`config.mk`:
```
export PLATFORM = sky130hd
export DESIGN_NAME = dle_unstuffing_packet_deframer
export DESIGN_NICKNAME = d
export VERILOG_FILES = /design/src/hw/rtl/dupd_pkg.sv /design/src/hw/rtl/dupd_store.sv /design/src/hw/rtl/dle_unstuffing_packet_deframer.sv
export SDC_FILE = /design/constraint.sdc
export NUM_CORES = 1
export LEC_CHECK = 0
export ABC_CLOCK_PERIOD_IN_PS = 3900
export BUFFER_PORTS_ARGS = -buffer_cell sky130_fd_sc_hd__buf_4
export CAP_MARGIN = 20
export CORE_UTILIZATION = 25
export DETAILED_ROUTE_END_ITERATION = 6
export GPL_ROUTABILITY_DRIVEN = 0
export GPL_TIMING_DRIVEN = 1
export HOLD_SLACK_MARGIN = 0.1
export SETUP_SLACK_MARGIN = 0.02
export SLEW_MARGIN = 30
export SYNTH_ARGS = -nofsm -noshare
export SYNTH_HDL_FRONTEND = slang
export SYNTH_SLANG_ARGS = --single-unit
```
`constraint.sdc`:
```
create_clock -name i_clk -period 3.9 [get_ports i_clk]
set_input_delay 0.39 -clock i_clk [delete_from_list [all_inputs] [get_ports i_clk]]
set_output_delay 0.39 -clock i_clk [all_outputs]
set_load 0.02 [all_outputs]
```
`src/hw/rtl/dupd_pkg.sv`:
```
// Package with framing codes and defaults for the DLE unstuffing deframer.
package dupd_pkg;

    localparam logic [7:0] START_BYTE = 8'hF2;
    localparam logic [7:0] END_BYTE   = 8'hF3;
    localparam logic [7:0] ESC_BYTE   = 8'hF0;

    localparam int DEF_STORE_DEPTH = 60;
    localparam int DEF_INDEX_LIMIT = 58;

    localparam int PKT_INDEX_W = 6;
    localparam int IN_TDATA_W  = 8;
    localparam int OUT_TDATA_W = 16;

endpackage

```
`src/hw/rtl/dupd_store.sv`:
```
// Packet store: one write port and one registered read port.
module dupd_store #(
    parameter int DEPTH  = 60,
    parameter int ADDR_W = $clog2(DEPTH)
) (
    input  logic              i_clk,
    input  logic              i_wr_en,
    input  logic [ADDR_W-1:0] i_wr_addr,
    input  logic [7:0]        i_wr_data,
    input  logic              i_rd_en,
    input  logic [ADDR_W-1:0] i_rd_addr,
    output logic [7:0]        o_rd_data
);

    logic [7:0] r_mem [DEPTH];
    logic [7:0] r_rd_data;

    always_ff @(posedge i_clk) begin
        if (i_wr_en) begin
            r_mem[i_wr_addr] <= i_wr_data;
        end
        if (i_rd_en) begin
            r_rd_data <= r_mem[i_rd_addr];
        end
    end

    assign o_rd_data = r_rd_data;

endmodule

```
`src/hw/rtl/dle_unstuffing_packet_deframer.sv`:
```
// DLE byte-unstuffing packet deframer: top level.
//
// Input channel (i_t*): one raw link byte per item in i_tdata, i_tlast marks
// the end of a delivered chunk and has no effect on framing. 0xF2 starts a
// packet, 0xF0 escapes the next byte (stored ORed with 0xF0), and 0xF3 ends
// the packet. A write index above INDEX_LIMIT restarts the buffer.
// Output channel (o_t*): on each end byte the stored packet, start and end
// bytes included, is sent one byte per item, with its position in
// o_tdata[13:8] and o_tlast on the final byte.
// Flow: a byte that does not end a packet is handled and the block stays
// ready for the next byte. An end byte is stored, then each packet byte is
// read from the store's read port (ST_READ) and shown (ST_SHOW) until the
// receiver takes it, so the input is held off until the whole packet has
// been sent. The first output item is shown after the end byte is stored
// and the first packet byte has been read.
// Input is not taken during a burst; a stalled receiver holds the current
// item steady. Reset clears the write index, the escape flag and the burst
// state; store contents stay undefined until written.
module dle_unstuffing_packet_deframer
    import dupd_pkg::*;
#(
    parameter int STORE_DEPTH = DEF_STORE_DEPTH,
    parameter int INDEX_LIMIT = DEF_INDEX_LIMIT
) (
    input  logic                   i_clk,
    input  logic                   i_rst_n,
    // rx_byte[7:0]
    input  logic [IN_TDATA_W-1:0]  i_tdata,
    input  logic                   i_tlast,
    input  logic                   i_tvalid,
    output logic                   i_tready,
    // pkt_byte[7:0], pkt_index[13:8], zero[15:14]
    output logic [OUT_TDATA_W-1:0] o_tdata,
    output logic                   o_tlast,
    output logic                   o_tvalid,
    input  logic                   o_tready
);

    localparam int ADDR_W = $clog2(STORE_DEPTH);
    localparam int IDX_W  = $clog2(INDEX_LIMIT + 2);

    typedef enum logic [1:0] {
        ST_IDLE,
        ST_READ,
        ST_SHOW
    } t_state;

    t_state             r_state, n_state;
    logic [IDX_W-1:0]   r_idx, n_idx;
    logic               r_esc, n_esc;
    logic [IDX_W-1:0]   r_k, n_k;
    logic               r_zero, n_zero;

    logic               wr_en;
    logic [ADDR_W-1:0]  wr_addr;
    logic [7:0]         wr_data;
    logic               rd_en;
    logic [7:0]         rd_data;

    logic [7:0]         rx_byte;
    logic               accept;
    logic [IDX_W-1:0]   idx_g;
    logic               esc_g;
    logic               idx_in_store;
    logic               k_last;
    logic [7:0]         pkt_byte;

    assign rx_byte      = i_tdata[7:0];
    assign accept       = i_tvalid && i_tready;
    assign idx_g        = (r_idx > IDX_W'(INDEX_LIMIT)) ? '0 : r_idx;
    assign esc_g        = (r_idx > IDX_W'(INDEX_LIMIT)) ? 1'b0 : r_esc;
    assign idx_in_store = (32'(idx_g) < STORE_DEPTH);
    assign k_last       = ((r_k + 1'b1) == r_idx);

    always_comb begin
        n_state = r_state;
        n_idx   = r_idx;
        n_esc   = r_esc;
        n_k     = r_k;
        n_zero  = r_zero;
        wr_en   = 1'b0;
        wr_addr = ADDR_W'(idx_g);
        wr_data = rx_byte;
        rd_en   = 1'b0;

        unique case (r_state)
            ST_IDLE: begin
                if (accept) begin
                    n_idx = idx_g;
                    n_esc = esc_g;
                    if (rx_byte == START_BYTE) begin
                        wr_en   = 1'b1;
                        wr_addr = '0;
                        n_idx   = IDX_W'(1);
                        n_esc   = 1'b0;
                    end else if (rx_byte == END_BYTE) begin
                        // store the end byte raw, then walk the buffer
                        wr_en   = idx_in_store;
                        n_idx   = idx_g + 1'b1;
                        n_k     = '0;
                        n_state = ST_READ;
                    end else if (!esc_g) begin
                        if (rx_byte == ESC_BYTE) begin
                            n_esc = 1'b1;
                        end else begin
                            wr_en = idx_in_store;
                            n_idx = idx_g + 1'b1;
                        end
                    end else begin
                        wr_en   = idx_in_store;
                        wr_data = ESC_BYTE | rx_byte;
                        n_idx   = idx_g + 1'b1;
                        n_esc   = 1'b0;
                    end
                end
            end
            ST_READ: begin
                n_zero  = !(32'(r_k) < STORE_DEPTH);
                rd_en   = (32'(r_k) < STORE_DEPTH);
                n_state = ST_SHOW;
            end
            ST_SHOW: begin
                if (o_tready) begin
                    if (k_last) begin
                        n_state = ST_IDLE;
                    end else begin
                        n_k     = r_k + 1'b1;
                        n_state = ST_READ;
                    end
                end
            end
            default: begin
                n_state = ST_IDLE;
            end
        endcase
    end

    always_ff @(posedge i_clk) begin
        if (!i_rst_n) begin
            r_state <= ST_IDLE;
            r_idx   <= '0;
            r_esc   <= 1'b0;
            r_k     <= '0;
            r_zero  <= 1'b0;
        end else begin
            r_state <= n_state;
            r_idx   <= n_idx;
            r_esc   <= n_esc;
            r_k     <= n_k;
            r_zero  <= n_zero;
        end
    end

    dupd_store #(
        .DEPTH  (STORE_DEPTH),
        .ADDR_W (ADDR_W)
    ) u_store (
        .i_clk     (i_clk),
        .i_wr_en   (wr_en),
        .i_wr_addr (wr_addr),
        .i_wr_data (wr_data),
        .i_rd_en   (rd_en),
        .i_rd_addr (ADDR_W'(r_k)),
        .o_rd_data (rd_data)
    );

    assign pkt_byte = r_zero ? 8'h00 : rd_data;

    assign i_tready = (r_state == ST_IDLE);
    assign o_tvalid = (r_state == ST_SHOW);
    assign o_tlast  = k_last;
    assign o_tdata  = {2'b00, PKT_INDEX_W'(r_k), pkt_byte};

endmodule

```
---- Yosys cells after proc, flatten, opt, wreduce, memory -nomap -nowiden ----
Memories as Yosys holds them, arrays and structs flattened. A register that Yosys moved wholly into a read port is not among the register bits.
Cells that the tools add are included.
storage, ports and cells
  register bits ........................... 16
  RAM bits ................................ 480
  logic and storage cells ................. 69
  memories kept ........................... 1
cells by class
  add/subtract/negate cells ............... 2
  magnitude comparators ................... 3
  eq/ne operators ......................... 11
  muxes and demuxes ....................... 40
  reduce and logical (&&, ||, !) cells .... 7
memory list
  name           words  width  read ports  clocked after Yosys merged registers in  write ports  RTL line          text
  u_store.r_mem  60     8      1           1                                        1            dupd_store.sv:15  logic [7:0] r_mem [DEPTH];
operator list
  kind                   number
  $mux W6                13
  $mux W8                6
  $eq A8 B8 Y1 const B   3
  $mux W1                15
  $add A6 B1 Y6 const B  2
  $lt A6 B6 Y1 const B   2
  $pmux W6 S2            1
  $mux W2                4
  $eq A6 B6 Y1           1
  $gt A6 B6 Y1 const B   1
  $ne A2 B1 Y1 const B   3
  $pmux W2 S3            1
  $reduce_and A6 Y1      1
  $ne A2 B2 Y1 const B   2
  $reduce_and A4 Y1      1
  $eq A2 B1 Y1 const B   1
  $eq A2 B2 Y1 const B   1
  $logic_not A2 Y1       1
  $reduce_and A2 Y1      1
  $reduce_bool A2 Y1     1
  $logic_and A1 B1 Y1    1
  $logic_not A1 Y1       1

---- Logic depth before layout (Yosys ltp) ----
  word-level depth ........................ 11
  gate-level depth with buffers ........... 8
  gate-level depth less buffers ........... 7

---- Cells and area by module ----
From an unflattened synthesis, not the netlist that was laid out.
second synthesis, totals
  cell total of the unflattened synthesis .. 1108
  area, all modules ....................... 20653.6 um^2
by module, submodules not included
  module                          times used  cells an instance  area an instance (um^2)  seq. area each (um^2)
  dupd_store                      1           925                19319.8                  14654.1
  dle_unstuffing_packet_deframer  1           183                1333.8                   320.3

---- Worst setup path before layout ----
No wires, ideal clock.
  path type ............................... reg-to-reg
  start ................................... register r_state[1]
  end ..................................... memory u_store.r_mem[34][0], enable pin
  setup time .............................. 0.395 ns
  arrival time ............................ 2.449 ns
  required time ........................... 3.505 ns
  slack ................................... 1.057 ns
  stages on the path, launching flop included .. 7
  cells stage by stage .................... dfxtp_1 buf_2 nor2_1 nand2_1 nor2_1 nand2_1 nor4_1
on the way
  cells in the longest elaborated chain, start to end .. 6
ends and longest elaborated chain
  what                           RTL line                               text
  start, declared                dle_unstuffing_packet_deframer.sv:48   t_state r_state, n_state;
  start signal, assigned         dle_unstuffing_packet_deframer.sv:146  r_state <= n_state;
  $logic_not A2 Y1 *             dle_unstuffing_packet_deframer.sv:169  assign i_tready = (r_state == ST_IDLE);
  net i_tready                   dle_unstuffing_packet_deframer.sv:31   output logic i_tready,
  $logic_and A1 B1 Y1            dle_unstuffing_packet_deframer.sv:69   assign accept = i_tvalid && i_tready;
  $mux W1                        dle_unstuffing_packet_deframer.sv:88   if (accept) begin
  $mux W1                        dle_unstuffing_packet_deframer.sv:86   unique case (r_state)
  $mux W1                        dupd_store.sv:19                       if (i_wr_en) begin
  $mux W1 (not written as such)  dupd_store.sv:20                       r_mem[i_wr_addr] <= i_wr_data;
  end, declared                  dupd_store.sv:15
Mark *: on every way through the listed nets, which the timed path passes. The rest lies on a longest branch.

---- Worst setup path after layout ----
  start ................................... register r_k[0]
  end ..................................... output port o_tlast
on the way
  cells in the longest elaborated chain, start to end .. 2
ends and longest elaborated chain
  what                    RTL line                               text
  start, declared         dle_unstuffing_packet_deframer.sv:51   logic [IDX_W-1:0] r_k, n_k;
  start signal, assigned  dle_unstuffing_packet_deframer.sv:149  r_k <= n_k;
  $add A6 B1 Y6           dle_unstuffing_packet_deframer.sv:73   assign k_last = ((r_k + 1'b1) == r_idx);
  $eq A6 B6 Y1            dle_unstuffing_packet_deframer.sv:73
  end, declared           dle_unstuffing_packet_deframer.sv:34   output logic o_tlast,
No other way between the ends.

==> impl_metrics.csv <==
group,metric,value,unit
yosys,synth_edf_count,488,
cells_and_area,fin_cells,2191,
timing,drv_slew,0,
timing,fmax,290.6,MHz
routing,postRouteAntennaNets,0,
critical_path,crit_type,"flip-flop to output port",
place,port_buffers,28,
yosys,synth_top_area_share,72.75,%
floorplanning,core.rowCount,103,
yosys,synthFlopType,"edfxtp_1",
floorplanning,start_util,25.37,%
global_route,gr-total-overflow,0,
place,placed_cells,2105,
yosys,yosysMostFrequentCell,"edfxtp_1",
clock_network,postCtsSetupBuffers,0,
clock_network,clk_latency,0.58,ns
timing,fin_crit_sh,88.25,%
global_route,grt_max_degree,65,
yosys,yosysSeqAreaShare,74.34,%
yosys,async_flop_share,0,%
critical_path,critPathArrivalTime,3.05,ns
routing,met3_wirelength,2679,µm
cells_and_area,final_util,29.55,%
clock_network,cts_tree,"yes",
clock_network,clk_pin_slew,0.06,ns
global_route,antenna_found_initial,1,
cells_and_area,nets,1125,
routing,dr_wl_met2,21090,µm
yosys,ys_seq_elements,504,
yosys,yosysTopAreaCell,"edfxtp_1",
critical_path,critPathTopFamily,"compound AO/OA/AOI/OAI gates",
floorplanning,die_width,285.8,µm
run,max_cap_viol_count,0,
critical_path,cp_data_required_time,3.51,ns
outcome,status,"completed",
floorplanning,dieArea,81710,µm²
routing,highest_layer,"met5",
critical_path,endpoint_kind,"output port",
power_and_ir_drop,powerDensity,448.5,nW/µm²
cells_and_area,antenna_cells,0,
critical_path,crit_chain,"ha_1 > nand3_1 > or3_1 > a2111oi_4 > buf_4",
routing,routed_wl,44320,µm
yosys,synth_area_leaders,"edfxtp_1 (73%), mux4_2 (15%), dfxtp_1 (1.6%), nor2_1 (1.3%), mux2i_1 (1.0%)",
critical_path,critPathMaxFanout,20,
cells_and_area,synthToLayoutAreaGrowth,16.48,%
yosys,ys.warnings.count,0,
yosys,synth_area,20140,µm²
global_route,grt_pass1_wl,66700,µm
routing,vias,9940,
clock_network,cts_resized,0,
critical_path,crit_path_start_kind,"flip-flop",
routing,drt_iter0_drc,1041,
floorplanning,core,79390,µm²
yosys,yosysUniqueCellTypes,51,
timing,finalSetupTns,0,ns
clock_network,cts_inserted_buffers,51,
clock_network,htree_num_levels,2,
critical_path,critPathSlowestCell,"a2111oi_4",
routing,drc,0,
floorplanning,die_h,285.8,µm
global_route,track_usage,10.87,%
clock_network,clock_path_buffers,3,
cells_and_area,drive_above_1_share,26.64,%
routing,wl_per_cell,20.23,µm
timing,slew_headroom,42.16,%
power_and_ir_drop,peakVddDrop,0.2827,mV
power_and_ir_drop,leakagePower,6.992,nW
hold_path,hold_class,"input pin to flip-flop",
timing,setup_violations,0,
critical_path,slowest_delay,0.69,ns
timing,grt_setup_unrepaired,"no",
power_and_ir_drop,power,10.52,mW
routing,dr.pass1.iters,5,
routing,met1_length,19650,µm
global_route,grt_pass1_vias,10240,
timing,clock_skew,0.01793,ns
yosys,syn_area_per_cell,19.94,µm²
clock_network,cts_sinks,504,
yosys,syn_inst,1010,
timing,whs,0.3619,ns
timing,finalHoldViolCount,0,
routing,vias_per_cell,4.537,
critical_path,path_buf_inv,1,
timing,tightest_slew,0.8645,ns
floorplanning,pin_count,32,
yosys,synth_common_cells,"edfxtp_1 (488), mux4_2 (135), nor2_1 (72), nand2_1 (32), buf_2 (26)",
clock_network,root_buffer,"clkbuf_16",
place,dp_hpwl,27440,µm
timing,post-route-min-period,3.442,ns
## through the flow
step	setup WS [ns]	area [µm²]
floorplan	1.057	20180
global placement	0.5979	21980
detailed placement	0.5728	21990
CTS	0.3802	23460
global route	0.2849	23460
finish	0.4584	23460
## layout make-up
class | count | area [µm²]
clock buffers | 59 | 1306
clock inverters | 25 | 137.6
fillers | 7786 | 55920
inverters | 5 | 18.77
multi-input cells | 452 | 4935
flip-flops and latches | 504 | 14990
well taps | 1050 | 1314
repair buffers | 96 | 763.2
## power by group
part	leakage [nW]	switching [mW]	total, mW	internal [mW]
Clock	0.701	1.91	4.34	2.43
Sequential	4.53	0.0102	5.97	5.96
Combinational	1.76	0.159	0.212	0.0537
## registers in the layout, indices dropped and copies added (netlist names)
name and cells:
r_zero 1, u_store.o_rd_data 8, r_esc 1, r_k 6, r_idx 6, u_store.r_mem 480
r_state 2
## cell usage in the layout (no fill, tap or decap), types with 3 or more instances in the layout
cell / count
a211oi_1: 8
nand4_1: 4
clkbuf_16: 51
o211ai_1: 13
nand2b_1: 7
clkinv_1: 18
buf_12: 3
buf_4: 91
conb_1: 10
or4_1: 4
dfxtp_1: 12
clkbuf_1: 8
a22oi_1: 8
o21ai_0: 6
xnor2_1: 6
nor4_1: 5
nand2_1: 32
o21a_1: 4
a21o_1: 3
nor3_1: 15
nor2_1: 72
xor2_1: 4
nor2b_1: 17
clkinv_2: 3
and2_1: 5
dfxtp_4: 3
nand2b_2: 4
a21oi_1: 22
and3_1: 6
nand3_1: 12
edfxtp_1: 488
mux4_2: 135
inv_1: 5
mux2i_1: 21
## path summary, 6_finish.rpt
path,startpoint,endpoint,slack (ns),cells after the start
min,i_tvalid,r_idx[5]$_SDFFE_PN0P_,0.36,4
max reg2reg,r_idx[2]$_SDFFE_PN0P_,u_store.r_mem[50][6]$_DFFE_PP_,0.69,7
max,r_k[0]$_SDFFE_PN0P_,o_tlast,0.46,5
min reg2reg,r_idx[5]$_SDFFE_PN0P_,r_idx[5]$_SDFFE_PN0P_,0.60,2
## cells by family (layout without fill, tap and decap cells)
group | Yosys count | after routing | synth area share, %
compound gates | 76 | 76 | 2.622
other cells | 1 | 10 | 0.01862
xor+xnor | 10 | 10 | 0.4348
buf+inv | 63 | 185 | 1.503
fa+ha+maj | 2 | 2 | 0.1242
flops | 504 | 504 | 74.34
mux | 158 | 158 | 16.25
simple gates | 196 | 196 | 4.703
## worst register-to-register path, cell delays in order (launching register included)
cell and delay [ns]:
dfxtp_1 0.48, a21oi_1 0.35, o21ai_0 0.16, nand3b_1 0.13
buf_4 0.18, and2_1 0.23, nand4_1 0.51, nor2_1 0.80
## routing by layer
| layer | vias to the layer above | track usage (%) |
|---|---|---|
| met3 | 72 | 2.057 |
| met1 | 5236 | 15.19 |
| met4 | 2 | 3.088 |
| met2 | 291 | 17.21 |
| met5 | - | 0 |
| li1 | 4339 | - |
## repair_timing
action,CTS,global route
hold buffers,2,0
endpoints found under the hold margin,2,0
setup endpoints to repair,0,0
(Power assumes the default switching activity.)
